$ cat config.mk
export PLATFORM = sky130hd
export DESIGN_NAME = sensor_log_frame_parser_core
export DESIGN_NICKNAME = d
export VERILOG_FILES = /design/src/hdl/slfp_pkg.sv /design/src/hdl/sensor_log_frame_parser_core.sv /design/src/hdl/slfp_front.sv /design/src/hdl/slfp_fifo.sv /design/src/hdl/slfp_back.sv
export SDC_FILE = /design/constraint.sdc
export NUM_CORES = 1
export LEC_CHECK = 0
export BUFFER_PORTS_ARGS = -buffer_cell sky130_fd_sc_hd__buf_4
export CAP_MARGIN = 20
export CORE_ASPECT_RATIO = 1.25
export CORE_MARGIN = 2
export CORE_UTILIZATION = 60
export DETAILED_ROUTE_END_ITERATION = 7
export GPL_TIMING_DRIVEN = 0
export PLACE_DENSITY = 0.8
export SLEW_MARGIN = 20
export SYNTH_ARGS = -nofsm -noshare
export SYNTH_HDL_FRONTEND = slang
export SYNTH_SLANG_ARGS = --single-unit
$ cat constraint.sdc
create_clock -name clk -period 4.2 [get_ports clk]
set_input_delay 0.84 -clock clk [delete_from_list [all_inputs] [get_ports clk]]
set_output_delay 0.84 -clock clk [all_outputs]
set_load 0.05 [all_outputs]
$ cat src/hdl/slfp_pkg.sv
// ---------------------------------------------------------------------------
// slfp_pkg: shared types and constants of the sensor log frame parser
// Holds the result item layout, the result kind codes, byte codes of the
// record framing and the default sizes handed to the modules.
// ---------------------------------------------------------------------------
package slfp_pkg;

  // Default number of ADC samples in one record.
  localparam int AdcChannelsDefault = 8;
  // Width of the ADC index register; covers up to sixteen channels.
  localparam int AdcIdxW = 4;
  // Depth of the queue between the parser and the output stage.
  localparam int QueueDepthDefault = 4;

  localparam int ByteW  = 8;
  localparam int ValueW = 16;
  localparam int ChanW  = 3;
  localparam int KindW  = 2;
  localparam int CountW = 32;
  localparam int CfgIdxW  = 2;
  localparam int CfgDataW = 32;

  // Packed widths of the output stream groups.
  localparam int OutDataW = 24;
  localparam int OutUserW = KindW;

  // Result kinds.
  localparam logic [KindW-1:0] KIND_ADC  = 2'd0;
  localparam logic [KindW-1:0] KIND_TEXT = 2'd1;
  localparam logic [KindW-1:0] KIND_END  = 2'd2;

  // Configuration register indexes.
  localparam logic [CfgIdxW-1:0] REG_FORMAT_TWO = 2'd0;
  localparam logic [CfgIdxW-1:0] REG_STREAM_END = 2'd1;

  // Framing bytes.
  localparam logic [ByteW-1:0] CH_START  = 8'h21;
  localparam logic [ByteW-1:0] CH_OPEN2  = 8'h82;
  localparam logic [ByteW-1:0] CH_CLOSE2 = 8'h83;
  localparam logic [ByteW-1:0] CH_STOP   = 8'h23;
  localparam logic [ByteW-1:0] CH_DOLLAR = 8'h24;
  localparam logic [ByteW-1:0] CH_STAR   = 8'h2A;
  localparam logic [ByteW-1:0] CH_CR     = 8'h0D;
  localparam logic [ByteW-1:0] CH_LF     = 8'h0A;

  // One result item as it travels through the queue.
  typedef struct packed {
    logic [KindW-1:0]  kind;
    logic [ValueW-1:0] value;
    logic [ChanW-1:0]  channel;
    logic              separator_before;
  } result_t;

  // Push side of the queue, driven by the parser.
  typedef struct packed {
    logic    push;
    result_t item;
  } push_t;

endpackage

$ cat src/hdl/sensor_log_frame_parser_core.sv
// ---------------------------------------------------------------------------
// sensor_log_frame_parser_core: sensor log record deframer
// Deframes log records from a byte stream into ADC samples, GPS text
// characters and record ends.
//
//   Channel  Direction  Ports                          Content
//   in_      slave      tvalid tready tdata[7:0]       one log byte
//   out_     master     tvalid tready tdata tuser      one result item
//   cfg_     slave      valid ready index data         register write
//
// One byte is taken per cycle while the queue is not full; its result enters
// the queue at the same edge that takes the byte and then passes through the
// output register, where it is held until the output side takes it.
// Reset is synchronous and active low; it clears control state, presets registers.
// in_tready falls only when the queue (four entries by default) is full, so a
// stalled output side holds up the input after five pending results, one of
// them in the output register.
// The configuration port is always ready.
// ---------------------------------------------------------------------------
module sensor_log_frame_parser_core #(
  parameter int ADC_CHANNELS = slfp_pkg::AdcChannelsDefault,
  parameter int QUEUE_DEPTH  = slfp_pkg::QueueDepthDefault
) (
  input  logic                              clk,
  input  logic                              rst_n,
  // tdata: byte_value [7:0]
  input  logic                              in_tvalid,
  output logic                              in_tready,
  input  logic [7:0]                        in_tdata,
  // tdata: value [15:0], channel [18:16], separator_before [19], zero [23:20]
  output logic                              out_tvalid,
  input  logic                              out_tready,
  output logic [slfp_pkg::OutDataW-1:0]     out_tdata,
  // tuser: kind [1:0]
  output logic [slfp_pkg::OutUserW-1:0]     out_tuser,
  input  logic                              cfg_valid,
  output logic                              cfg_ready,
  input  logic [slfp_pkg::CfgIdxW-1:0]      cfg_index,
  input  logic [slfp_pkg::CfgDataW-1:0]     cfg_data
);
  import slfp_pkg::*;

  logic              format_two_r;
  logic [CountW-1:0] stream_end_r;
  logic              accept;
  logic              full;
  logic              empty;
  logic              pop;
  push_t             push;
  result_t           head;

  assign cfg_ready = 1'b1;
  assign in_tready = !full;
  assign accept    = in_tvalid && in_tready;

  always_ff @(posedge clk) begin
    if (!rst_n) begin
      format_two_r <= 1'b1;
      stream_end_r <= {CountW{1'b1}};
    end else if (cfg_valid && cfg_ready) begin
      case (cfg_index)
        REG_FORMAT_TWO: format_two_r <= cfg_data[0];
        REG_STREAM_END: stream_end_r <= cfg_data[CountW-1:0];
        default: ;
      endcase
    end
  end

  slfp_front #(
    .ADC_CHANNELS(ADC_CHANNELS)
  ) u_front (
    .clk        (clk),
    .rst_n      (rst_n),
    .accept     (accept),
    .byte_value (in_tdata),
    .format_two (format_two_r),
    .stream_end (stream_end_r),
    .push_o     (push)
  );

  slfp_fifo #(
    .DEPTH(QUEUE_DEPTH)
  ) u_fifo (
    .clk    (clk),
    .rst_n  (rst_n),
    .push_i (push),
    .pop    (pop),
    .full   (full),
    .empty  (empty),
    .head   (head)
  );

  slfp_back u_back (
    .clk        (clk),
    .rst_n      (rst_n),
    .empty      (empty),
    .head       (head),
    .pop        (pop),
    .out_tvalid (out_tvalid),
    .out_tready (out_tready),
    .out_tdata  (out_tdata),
    .out_tuser  (out_tuser)
  );

endmodule

$ cat src/hdl/slfp_front.sv
// ---------------------------------------------------------------------------
// slfp_front: byte classifier and record state machine
// Accepts one log byte per cycle while accept is high, tracks the record phase
// and produces at most one result item per byte into the queue.
// ---------------------------------------------------------------------------
module slfp_front #(
  parameter int ADC_CHANNELS = slfp_pkg::AdcChannelsDefault
) (
  input  logic                          clk,
  input  logic                          rst_n,
  input  logic                          accept,
  input  logic [slfp_pkg::ByteW-1:0]    byte_value,
  input  logic                          format_two,
  input  logic [slfp_pkg::CountW-1:0]   stream_end,
  output slfp_pkg::push_t               push_o
);
  import slfp_pkg::*;

  localparam logic [2:0] PH_IDLE       = 3'd0;
  localparam logic [2:0] PH_WAIT_OPEN  = 3'd1;
  localparam logic [2:0] PH_ADC        = 3'd2;
  localparam logic [2:0] PH_SKIP       = 3'd3;
  localparam logic [2:0] PH_SEARCH     = 3'd4;
  localparam logic [2:0] PH_TEXT       = 3'd5;
  localparam logic [2:0] PH_WAIT_CLOSE = 3'd6;

  localparam logic [AdcIdxW-1:0] LastIdx = AdcIdxW'(ADC_CHANNELS - 1);

  logic [2:0]         phase_r, phase_nxt;
  logic [ByteW-1:0]   hold_r, hold_nxt;
  logic [AdcIdxW-1:0] idx_r, idx_nxt;
  logic               pend_r, pend_nxt;
  logic               seen_r, seen_nxt;
  logic [CountW-1:0]  cnt_r, cnt_nxt;

  logic    live;
  logic    do_text;
  logic    do_stop;
  logic    do_close;
  push_t   push_c;

  assign cnt_nxt = (accept && cnt_r != {CountW{1'b1}}) ? cnt_r + 1'b1 : cnt_r;
  assign live    = accept && (cnt_r < stream_end);

  always_comb begin
    phase_nxt = phase_r;
    hold_nxt  = hold_r;
    idx_nxt   = idx_r;
    pend_nxt  = pend_r;
    seen_nxt  = seen_r;
    do_text   = 1'b0;
    do_stop   = 1'b0;
    do_close  = 1'b0;
    push_c    = '0;

    if (live) begin
      unique case (phase_r)
        PH_WAIT_OPEN: begin
          if (byte_value == CH_OPEN2) begin
            phase_nxt = PH_ADC;
            idx_nxt   = '0;
            pend_nxt  = 1'b0;
          end
        end
        PH_ADC: begin
          if (!pend_r) begin
            hold_nxt = byte_value;
            pend_nxt = 1'b1;
          end else begin
            pend_nxt                   = 1'b0;
            push_c.push                = 1'b1;
            push_c.item.kind           = KIND_ADC;
            push_c.item.value          = {hold_r, byte_value};
            push_c.item.channel        = idx_r[ChanW-1:0];
            if (idx_r >= LastIdx) begin
              idx_nxt   = '0;
              phase_nxt = format_two ? PH_SEARCH : PH_SKIP;
            end else begin
              idx_nxt = idx_r + 1'b1;
            end
          end
        end
        PH_SKIP: begin
          phase_nxt = PH_SEARCH;
        end
        PH_SEARCH: begin
          if (byte_value == CH_STOP) begin
            do_stop = 1'b1;
          end else if (byte_value == CH_DOLLAR) begin
            phase_nxt = PH_TEXT;
            do_text   = 1'b1;
          end
        end
        PH_TEXT: begin
          do_text = 1'b1;
        end
        PH_WAIT_CLOSE: begin
          if (byte_value == CH_CLOSE2) do_close = 1'b1;
        end
        default: begin
          // The unused phase code behaves as idle.
          phase_nxt = PH_IDLE;
          if (byte_value == CH_START) begin
            idx_nxt   = '0;
            pend_nxt  = 1'b0;
            phase_nxt = format_two ? PH_WAIT_OPEN : PH_ADC;
          end
        end
      endcase
    end

    if (do_text) begin
      if (byte_value == CH_CR || byte_value == CH_LF) begin
        // Line breaks inside the text are dropped.
      end else if (byte_value == CH_STOP) begin
        do_stop = 1'b1;
      end else begin
        push_c.push        = 1'b1;
        push_c.item.kind   = KIND_TEXT;
        push_c.item.value  = {{(ValueW-ByteW){1'b0}}, byte_value};
        if (byte_value == CH_STAR) push_c.item.separator_before = 1'b1;
        if (format_two && byte_value == CH_DOLLAR) begin
          if (seen_r) push_c.item.separator_before = 1'b1;
          seen_nxt = 1'b1;
        end
      end
    end

    if (do_stop) begin
      if (format_two) phase_nxt = PH_WAIT_CLOSE;
      else do_close = 1'b1;
    end

    if (do_close) begin
      phase_nxt        = PH_IDLE;
      seen_nxt         = 1'b0;
      push_c.push      = 1'b1;
      push_c.item      = '0;
      push_c.item.kind = KIND_END;
    end
  end

  always_ff @(posedge clk) begin
    if (!rst_n) begin
      phase_r <= PH_IDLE;
      hold_r  <= '0;
      idx_r   <= '0;
      pend_r  <= 1'b0;
      seen_r  <= 1'b0;
      cnt_r   <= '0;
    end else begin
      phase_r <= phase_nxt;
      hold_r  <= hold_nxt;
      idx_r   <= idx_nxt;
      pend_r  <= pend_nxt;
      seen_r  <= seen_nxt;
      cnt_r   <= cnt_nxt;
    end
  end

  assign push_o = push_c;

  a_idx_range: assert property (@(posedge clk) disable iff (!rst_n)
    idx_r <= LastIdx)
    else $error("ADC index beyond the channel count");

  a_adc_source: assert property (@(posedge clk) disable iff (!rst_n)
    (push_c.push && push_c.item.kind == KIND_ADC) |-> (phase_r == PH_ADC && pend_r))
    else $error("ADC sample produced outside the low byte of a sample");

  a_end_idle: assert property (@(posedge clk) disable iff (!rst_n)
    (push_c.push && push_c.item.kind == KIND_END) |=> (phase_r == PH_IDLE && !seen_r))
    else $error("record end did not return the parser to idle");

endmodule

$ cat src/hdl/slfp_fifo.sv
// ---------------------------------------------------------------------------
// slfp_fifo: short result queue
// Decouples the parser from the output stage so that a stalled output side
// holds up the parser only once the queue is full.
// ---------------------------------------------------------------------------
module slfp_fifo #(
  parameter int DEPTH = slfp_pkg::QueueDepthDefault
) (
  input  logic                clk,
  input  logic                rst_n,
  input  slfp_pkg::push_t     push_i,
  input  logic                pop,
  output logic                full,
  output logic                empty,
  output slfp_pkg::result_t   head
);
  import slfp_pkg::*;

  localparam int PtrW = (DEPTH > 1) ? $clog2(DEPTH) : 1;
  localparam int CntW = $clog2(DEPTH + 1);

  result_t           mem [DEPTH];
  logic [PtrW-1:0]   wr_ptr_r, wr_ptr_nxt;
  logic [PtrW-1:0]   rd_ptr_r, rd_ptr_nxt;
  logic [CntW-1:0]   count_r, count_nxt;
  logic              wr_en;
  logic              rd_en;

  assign full  = (count_r == CntW'(DEPTH));
  assign empty = (count_r == '0);
  assign wr_en = push_i.push && !full;
  assign rd_en = pop && !empty;

  always_comb begin
    wr_ptr_nxt = wr_ptr_r;
    rd_ptr_nxt = rd_ptr_r;
    if (wr_en) wr_ptr_nxt = (wr_ptr_r == PtrW'(DEPTH - 1)) ? '0 : wr_ptr_r + 1'b1;
    if (rd_en) rd_ptr_nxt = (rd_ptr_r == PtrW'(DEPTH - 1)) ? '0 : rd_ptr_r + 1'b1;
    count_nxt = count_r + CntW'(wr_en) - CntW'(rd_en);
  end

  always_ff @(posedge clk) begin
    if (wr_en) mem[wr_ptr_r] <= push_i.item;
  end

  always_ff @(posedge clk) begin
    if (!rst_n) begin
      wr_ptr_r <= '0;
      rd_ptr_r <= '0;
      count_r  <= '0;
    end else begin
      wr_ptr_r <= wr_ptr_nxt;
      rd_ptr_r <= rd_ptr_nxt;
      count_r  <= count_nxt;
    end
  end

  assign head = mem[rd_ptr_r];

  a_count_range: assert property (@(posedge clk) disable iff (!rst_n)
    count_r <= CntW'(DEPTH))
    else $error("queue fill count beyond its depth");

  a_no_drop: assert property (@(posedge clk) disable iff (!rst_n)
    full |-> !push_i.push)
    else $error("item pushed into a full queue");

  a_count_up: assert property (@(posedge clk) disable iff (!rst_n)
    (wr_en && !rd_en) |=> count_r == $past(count_r) + 1'b1)
    else $error("queue count did not follow a push");

endmodule

$ cat src/hdl/slfp_back.sv
// ---------------------------------------------------------------------------
// slfp_back: output register stage
// Takes result items from the queue and holds each on the output stream
// until it is taken, packing the fields into tdata and tuser.
// ---------------------------------------------------------------------------
module slfp_back (
  input  logic                              clk,
  input  logic                              rst_n,
  input  logic                              empty,
  input  slfp_pkg::result_t                 head,
  output logic                              pop,
  output logic                              out_tvalid,
  input  logic                              out_tready,
  output logic [slfp_pkg::OutDataW-1:0]     out_tdata,
  output logic [slfp_pkg::OutUserW-1:0]     out_tuser
);
  import slfp_pkg::*;

  logic    valid_r, valid_nxt;
  result_t item_r;

  // Load a new item whenever the register is free or being emptied.
  assign pop       = !empty && (!valid_r || out_tready);
  assign valid_nxt = pop ? 1'b1 : (out_tready ? 1'b0 : valid_r);

  always_ff @(posedge clk) begin
    if (!rst_n) begin
      valid_r <= 1'b0;
    end else begin
      valid_r <= valid_nxt;
    end
  end

  always_ff @(posedge clk) begin
    if (pop) item_r <= head;
  end

  assign out_tvalid = valid_r;
  assign out_tdata  = {{(OutDataW-ValueW-ChanW-1){1'b0}}, item_r.separator_before,
                       item_r.channel, item_r.value};
  assign out_tuser  = item_r.kind;

endmodule

==> results.toml, run 1 <==
[synthesis]
avgSynthCellArea_um2 = 11.9
synth_ff_type = "edfxtp_1"
synth_cell_type_count = 70
synthArstFlopShare = 0
ys_ff_latch = 200
synth-seq-area-share = 0.565
syn_inst = 761
yosys_warnings = 0
synth_area_um2 = 9040
synth_edf_count = 110

[global_route]
grt_pass1_wl_um = 30900
antenna_found_initial = 0
grt_pass1_vias = 6354
grt_use_total = 0.249
grt_max_degree = 23
grt_overflow = 0

[timing]
slew_headroom = 0.380
grt_setup_unrepaired = "no"
finalHoldViolCount = 0
max_slew.worst_pin.slew_ns = 0.930
fin_skew_ns = 0.0102
tns_ns = 0
slew_violations = 0
setup_violations = 0
fmax_mhz = 289
period_share = 0.825
min_period_ns = 3.46

[die]
initial_utilization = 0.607
rows = 50
die_y_um = 141
coreArea_um2 = 14900
die-area_um2 = 16100
io_pins = 76
die_w_um = 114

[setup_path]
critPathLaunchType = "flop"
required_ns = 4.54
path_class = "reg -> reg"
endpoint_kind = "flop"
cp.arrival_ns = 3.80
cp_max_fo = 6

[final_layout]
regArea_um2 = 5100
area_delta_synth_final_pct = 14.9
layout-drive-gt1-share = 0.188
nets = 940
n_fill_cell = 1085
final_cell_area_um2 = 10400
antenna_cells = 0
multiInputGateArea_um2 = 3620

[cts]
post_cts_resized = 0
clk_latency_ns = 0.44
post-cts-setup-buffer-count = 0
cts_made_buffers = 17
path_clk_slew_ns = 0.07
hold_buffers = 0
cts_tree = "yes"
clock_sinks = 200
h-tree-depth = 4
cts.path.max_buffers = 2
clockRootBuffer = "clkbuf_16"

[placement]
dpl_cell_area_um2 = 9830
dp_hpwl_um = 13500
gp_congestion = 0.910
io_buffers = 68

[worst_hold_path]
hp-class = "reg -> reg"

[routing]
drtPass1Iterations = 8
avgViaCountPerCell = 5.92
drt_iter0_markers = 418
ant_nets = 0
wirelength_um = 18800
avgRoutedWirePerCell_um = 17.9
vias = 6198
drc = 0

[pwr]
pwr_density_cell_nw_per_um2 = 459
p_leak_uw = 0.00440
peakVddDrop_uv = 262

[job]
max_cap_viol_count = 0

[outcome]
status = "complete, no violations"
[flip-flops by register name, indices dropped and copies added, names as in the netlist]
register / count
u_front.pend_r: 1
u_front.cnt_r: 32
u_front.phase_r: 3
u_back.out_tuser: 2
u_front.seen_r: 1
format_two_r: 1
u_fifo.rd_ptr_r: 2
u_front.idx_r: 4
u_back.out_tdata: 20
stream_end_r: 32
u_fifo.mem: 88
u_back.out_tvalid: 1
u_fifo.count_r: 3
u_front.hold_r: 8
u_fifo.wr_ptr_r: 2
[per-stage QoR]
step | setup WS, ns | power, uW | util | cells | hold WS (ns)
floorplan | 0.801 | 2950 | - | 764 | 0.461
global placement | -0.107 | 3210 | 0.658 | 1014 | 0.476
detailed placement | 0.707 | 3280 | 0.660 | 1015 | 0.496
CTS | 0.871 | 4800 | 0.698 | 1047 | 0.510
global route | 0.553 | 4940 | 0.698 | 1047 | 0.524
finish | 0.735 | 4770 | 0.698 | 1047 | 0.514
[layout make-up]
class,count,share of cell area
clock inverters,13,0.0110
clock buffers,19,0.0426
plain buffers,41,0.0179
multi-input cells,481,0.348
repair buffers,69,0.0518
inverters,42,0.0152
flip-flops and latches,200,0.491
well taps,182,0.0219
[placed cells by master, fill, tap and decap left out, types with 22 or more instances in the layout]
cell type  synthesis  final
clkbuf_1          28     29
nand3_1           24     24
o211ai_1          35     35
dfxtp_1           90     90
and2_1            39     39
ha_1              40     40
buf_4              6     74
nor2_1            32     32
inv_1             42     42
nand2_1           80     80
mux4_2            22     22
edfxtp_1         110    110
[per-layer routing]
metal  global-route usage  up-vias  part of all wire
met3               0.0517       41             0.040
li1                     -     2963                 -
met1                0.290     3018              0.40
met5                    0        -                 0
met4               0.0982        0             0.026
met2                0.449      176              0.53
[power breakdown]
part	total [uW]	internal, uW	switching [uW]
Sequential	2240	2190	49.9
Clock	1540	793	746
Combinational	989	349	640
Total	4770	3330	1440
[cell usage after synthesis, types with 8 or more instances]
library cell,instances,area share
edfxtp_1,110,0.37
dfxtp_1,90,0.20
nand2_1,80,0.033
inv_1,42,0.017
ha_1,40,0.055
and2_1,39,0.027
o211ai_1,35,0.029
nor2_1,32,0.013
clkbuf_1,28,0.012
nand3_1,24,0.013
mux4_2,22,0.055
nand4_1,19,0.013
xnor2_1,17,0.016
and3_1,16,0.011
o21ai_0,16,0.0089
a21oi_1,10,0.0055
nor3_1,10,0.0055
xor2_1,10,0.0097
a31o_2,9,0.0087
mux2i_1,8,0.0089
[kinds of logic (layout without fill, tap and decap cells)]
group	after synthesis	in the layout	synth area share
compound gates	109	109	0.0912
xor+xnor	27	27	0.0262
fa+ha+maj	41	41	0.0576
buf+inv	83	184	0.0380
flops	200	200	0.565
mux	30	30	0.0637
other cells	2	5	0.000831
simple gates	269	269	0.158
[worst max-delay path: stages, from the launching register on]
cell and delay [ns]:
dfxtp_1 0.31, inv_1 0.06, ha_1 0.29, a2111oi_0 0.66, o21bai_1 0.15, a211oi_1 0.60
o21a_1 0.30, and2_1 0.22, ha_1 0.20, fa_1 0.41, and2_1 0.17
[path summary, 6_finish.rpt]
check	from	end	slack, ns	cells past startpoint
max	stream_end_r[1]	u_fifo.count_r[1]	0.74	10
min	stream_end_r[11]	stream_end_r[11]	0.51	2
min reg2reg	stream_end_r[11]	stream_end_r[11]	0.51	2
max reg2reg	stream_end_r[1]	u_fifo.count_r[1]	0.74	10
Power figures use the tool's default switching activity.
==> run 2: changes to the inputs <==
Settings changed: ABC_AREA set to 1, CORE_UTILIZATION 60 to 54, PLACE_DENSITY 0.8 to 0.76.
Clock period 4.2 ns to 2.8 ns, I/O delays scaled along.
==> results.toml, run 2 <==
[timing]
finalHoldViolCount = 0
slew_violations = 0
period_share = 0.985
fin_skew_ns = 0.0115
min_period_ns = 2.76
grt_setup_unrepaired = "yes"
slew_headroom = 0.485
max_slew.worst_pin.slew_ns = 0.769
holdWs_ns = 0.330
fmax_mhz = 363
timing.final.ws_setup_ns = 0.0429
setup_violations = 0

[synthesis]
synthArstFlopShare = 0
avgSynthCellArea_um2 = 9.09
synth_edf_count = 110
ys_ff_latch = 200
synth_ff_type = "edfxtp_1"
synth_cell_type_count = 43
syn_inst = 1027
synth_most_common_cell = "nand2_1"
synth-seq-area-share = 0.547
synth_area_leader_cell = "edfxtp_1"
synth_area_um2 = 9340
yosysTopAreaCellShare = 0.354
yosys_warnings = 0
yosys-top-cells-area = "edfxtp_1 35%, dfxtp_1 19%, nand2_1 8.1%, ha_1 5.4%, nor2_1 4.7%"
synthTopCellsByCount = "202 x nand2_1, 117 x nor2_1, 110 x edfxtp_1"

[setup_path]
r2r_slack_ns = 0.04
path_class = "reg -> reg"
critPathLaunchType = "flop"
cp.arrival_ns = 2.82
r2r_cells = 13
endpoint_kind = "flop"
crit_end = "u_fifo.mem[1][0]"
setup.worst_path.start = "stream_end_r[5]"
required_ns = 2.87
cp_max_fo = 22
timing.rr.start = "stream_end_r[5]"
r2r-end = "u_fifo.mem[1][0]"

[die]
coreArea_um2 = 16900
die_w_um = 122
die_y_um = 151
io_pins = 76
rows = 53
die-area_um2 = 18400
initial_utilization = 0.552

[job]
max_cap_viol_count = 0

[placement]
dpl_cell_area_um2 = 10200
dp_worst_setup_slack_ns = -0.285
dp_hpwl_um = 15900
io_buffers = 69
gp_congestion = 0.995
dp_cells = 1320

[routing]
wirelength_um = 21600
wl_met1_um = 8220
drt_iter0_markers = 439
drtPass1Iterations = 5
drc = 0
avgViaCountPerCell = 5.43
vias = 7339
avgRoutedWirePerCell_um = 16.0
maxUsedRoutingLayer = "met4"
wl_met2_um = 11800
ant_nets = 0
routed-wl-met3_um = 913

[final_layout]
mostFrequentLayoutCell = "nand2_1"
area_delta_synth_final_pct = 15.9
antenna_cells = 0
layout-drive-gt1-share = 0.138
final_cell_mix = "201 x nand2_1, 113 x nor2_1, 110 x edfxtp_1, 100 x inv_1, 84 x dfxtp_1"
largest_reg_flops = 88
layout_top_registers = "u_fifo.mem (88), stream_end_r (32), u_front.cnt_r (32)"
nets = 1207
n_fill_cell = 1412
largest-register = "u_fifo.mem"
final_cell_area_um2 = 10800
fin_cells = 1352

[pwr]
p_leak_uw = 0.00412
pwr_density_cell_nw_per_um2 = 737
totalPowerFinal_uw = 7970
peakVddDrop_uv = 403

[global_route]
grt_pass1_wl_um = 34700
grt_use_total = 0.247
grt_pass1_vias = 7125
grt_max_degree = 23
grt_overflow = 0
antenna_found_initial = 0

[cts]
cts_tree = "yes"
cts.path.max_buffers = 2
h-tree-depth = 4
clk_latency_ns = 0.44
clockRootBuffer = "clkbuf_16"
path_clk_slew_ns = 0.08
clock_sinks = 200
cts_made_buffers = 17
hold_buffers = 0

[worst_hold_path]
hp-class = "in -> reg"

[outcome]
status = "complete, no violations"
[run 2: cell types whose count changed after synthesis, sizes merged, moves of 22 or more]
cell   change
mux4      -22
inv       +65
nor2      +90
and2      -40
o21ai     +47
nand2    +129
a21oi     +59
[run 2: per-layer routing]
layer / track usage / up-vias
met5: 0 / -
met4: 0.0977 / 0
met3: 0.0392 / 45
met2: 0.474 / 218
met1: 0.268 / 3415
li1: - / 3661
[run 2: critical path, stage by stage, from the launching register on]
cell and delay [ns]:
dfxtp_1 0.31, inv_1 0.05, ha_1 0.30, a21oi_1 0.14, nor2_1 0.05, nor3_1 0.14, nand2_1 0.10, nand2_1 0.07
nand2_1 0.12, nand2_4 0.13, nand3_2 0.13, nand2_4 0.14, inv_2 0.10, nor2_4 0.59
[run 2: kinds of logic after synthesis]
family                   after synthesis  share of synthesized area
AND/OR/NAND/NOR                      416                      0.191
flip-flops                           200                      0.547
AO/OA/AOI/OAI                        198                      0.122
buffers and inverters                149                     0.0643
adder cells (fa/ha/maj)               41                     0.0557
XOR/XNOR                              21                     0.0197
other                                  2                   0.000804
[run 2: what timing repair did]
item                                    CTS  global route
gates resized for setup                   6             4
buffers inserted                          0             0
pin swaps                                 1             0
endpoints found under the setup margin   88            90
[run 2: worst min-delay path by stage]
| stage | end | from | cells past startpoint |
|---|---|---|---|
| 4_1_cts | stream_end_r[13] | cfg_data[13] | 3 |
| 5_1_grt | stream_end_r[13] | cfg_data[13] | 3 |
| 3_5_place_dp | u_front.hold_r[0] | u_front.hold_r[0] | 2 |
| 2_1_floorplan | u_front.seen_r | u_front.seen_r | 2 |
| 6_report | stream_end_r[12] | cfg_data[12] | 3 |
| 3_3_place_gp | u_front.seen_r | u_front.seen_r | 2 |
[run 2: final cells by class]
type / count / area, um2 / share of cell area
sequential: 200 / 5110 / 0.473
multi-input combinational: 681 / 3700 / 0.342
timing repair buffer: 70 / 546 / 0.0504
clock buffer: 18 / 429 / 0.0397
inverter: 110 / 417 / 0.0385
tap: 220 / 275 / 0.0254
buffer: 39 / 184 / 0.0170
clock inverter: 14 / 150 / 0.0139
[run 2: report_power, final]
part / total (uW) / switching (uW) / internal, uW
combinational: 2080 / 1500 / 572
clock: 2430 / 1160 / 1270
sequential: 3470 / 88.5 / 3380
[run 2: metrics by stage]
step | utilization | TNS [ns]
finish | 0.640 | 0
floorplan | - | -11.66
detailed placement | 0.604 | -22.80
global route | 0.640 | -8.19
CTS | 0.639 | -0.506
global placement | 0.600 | -111.92
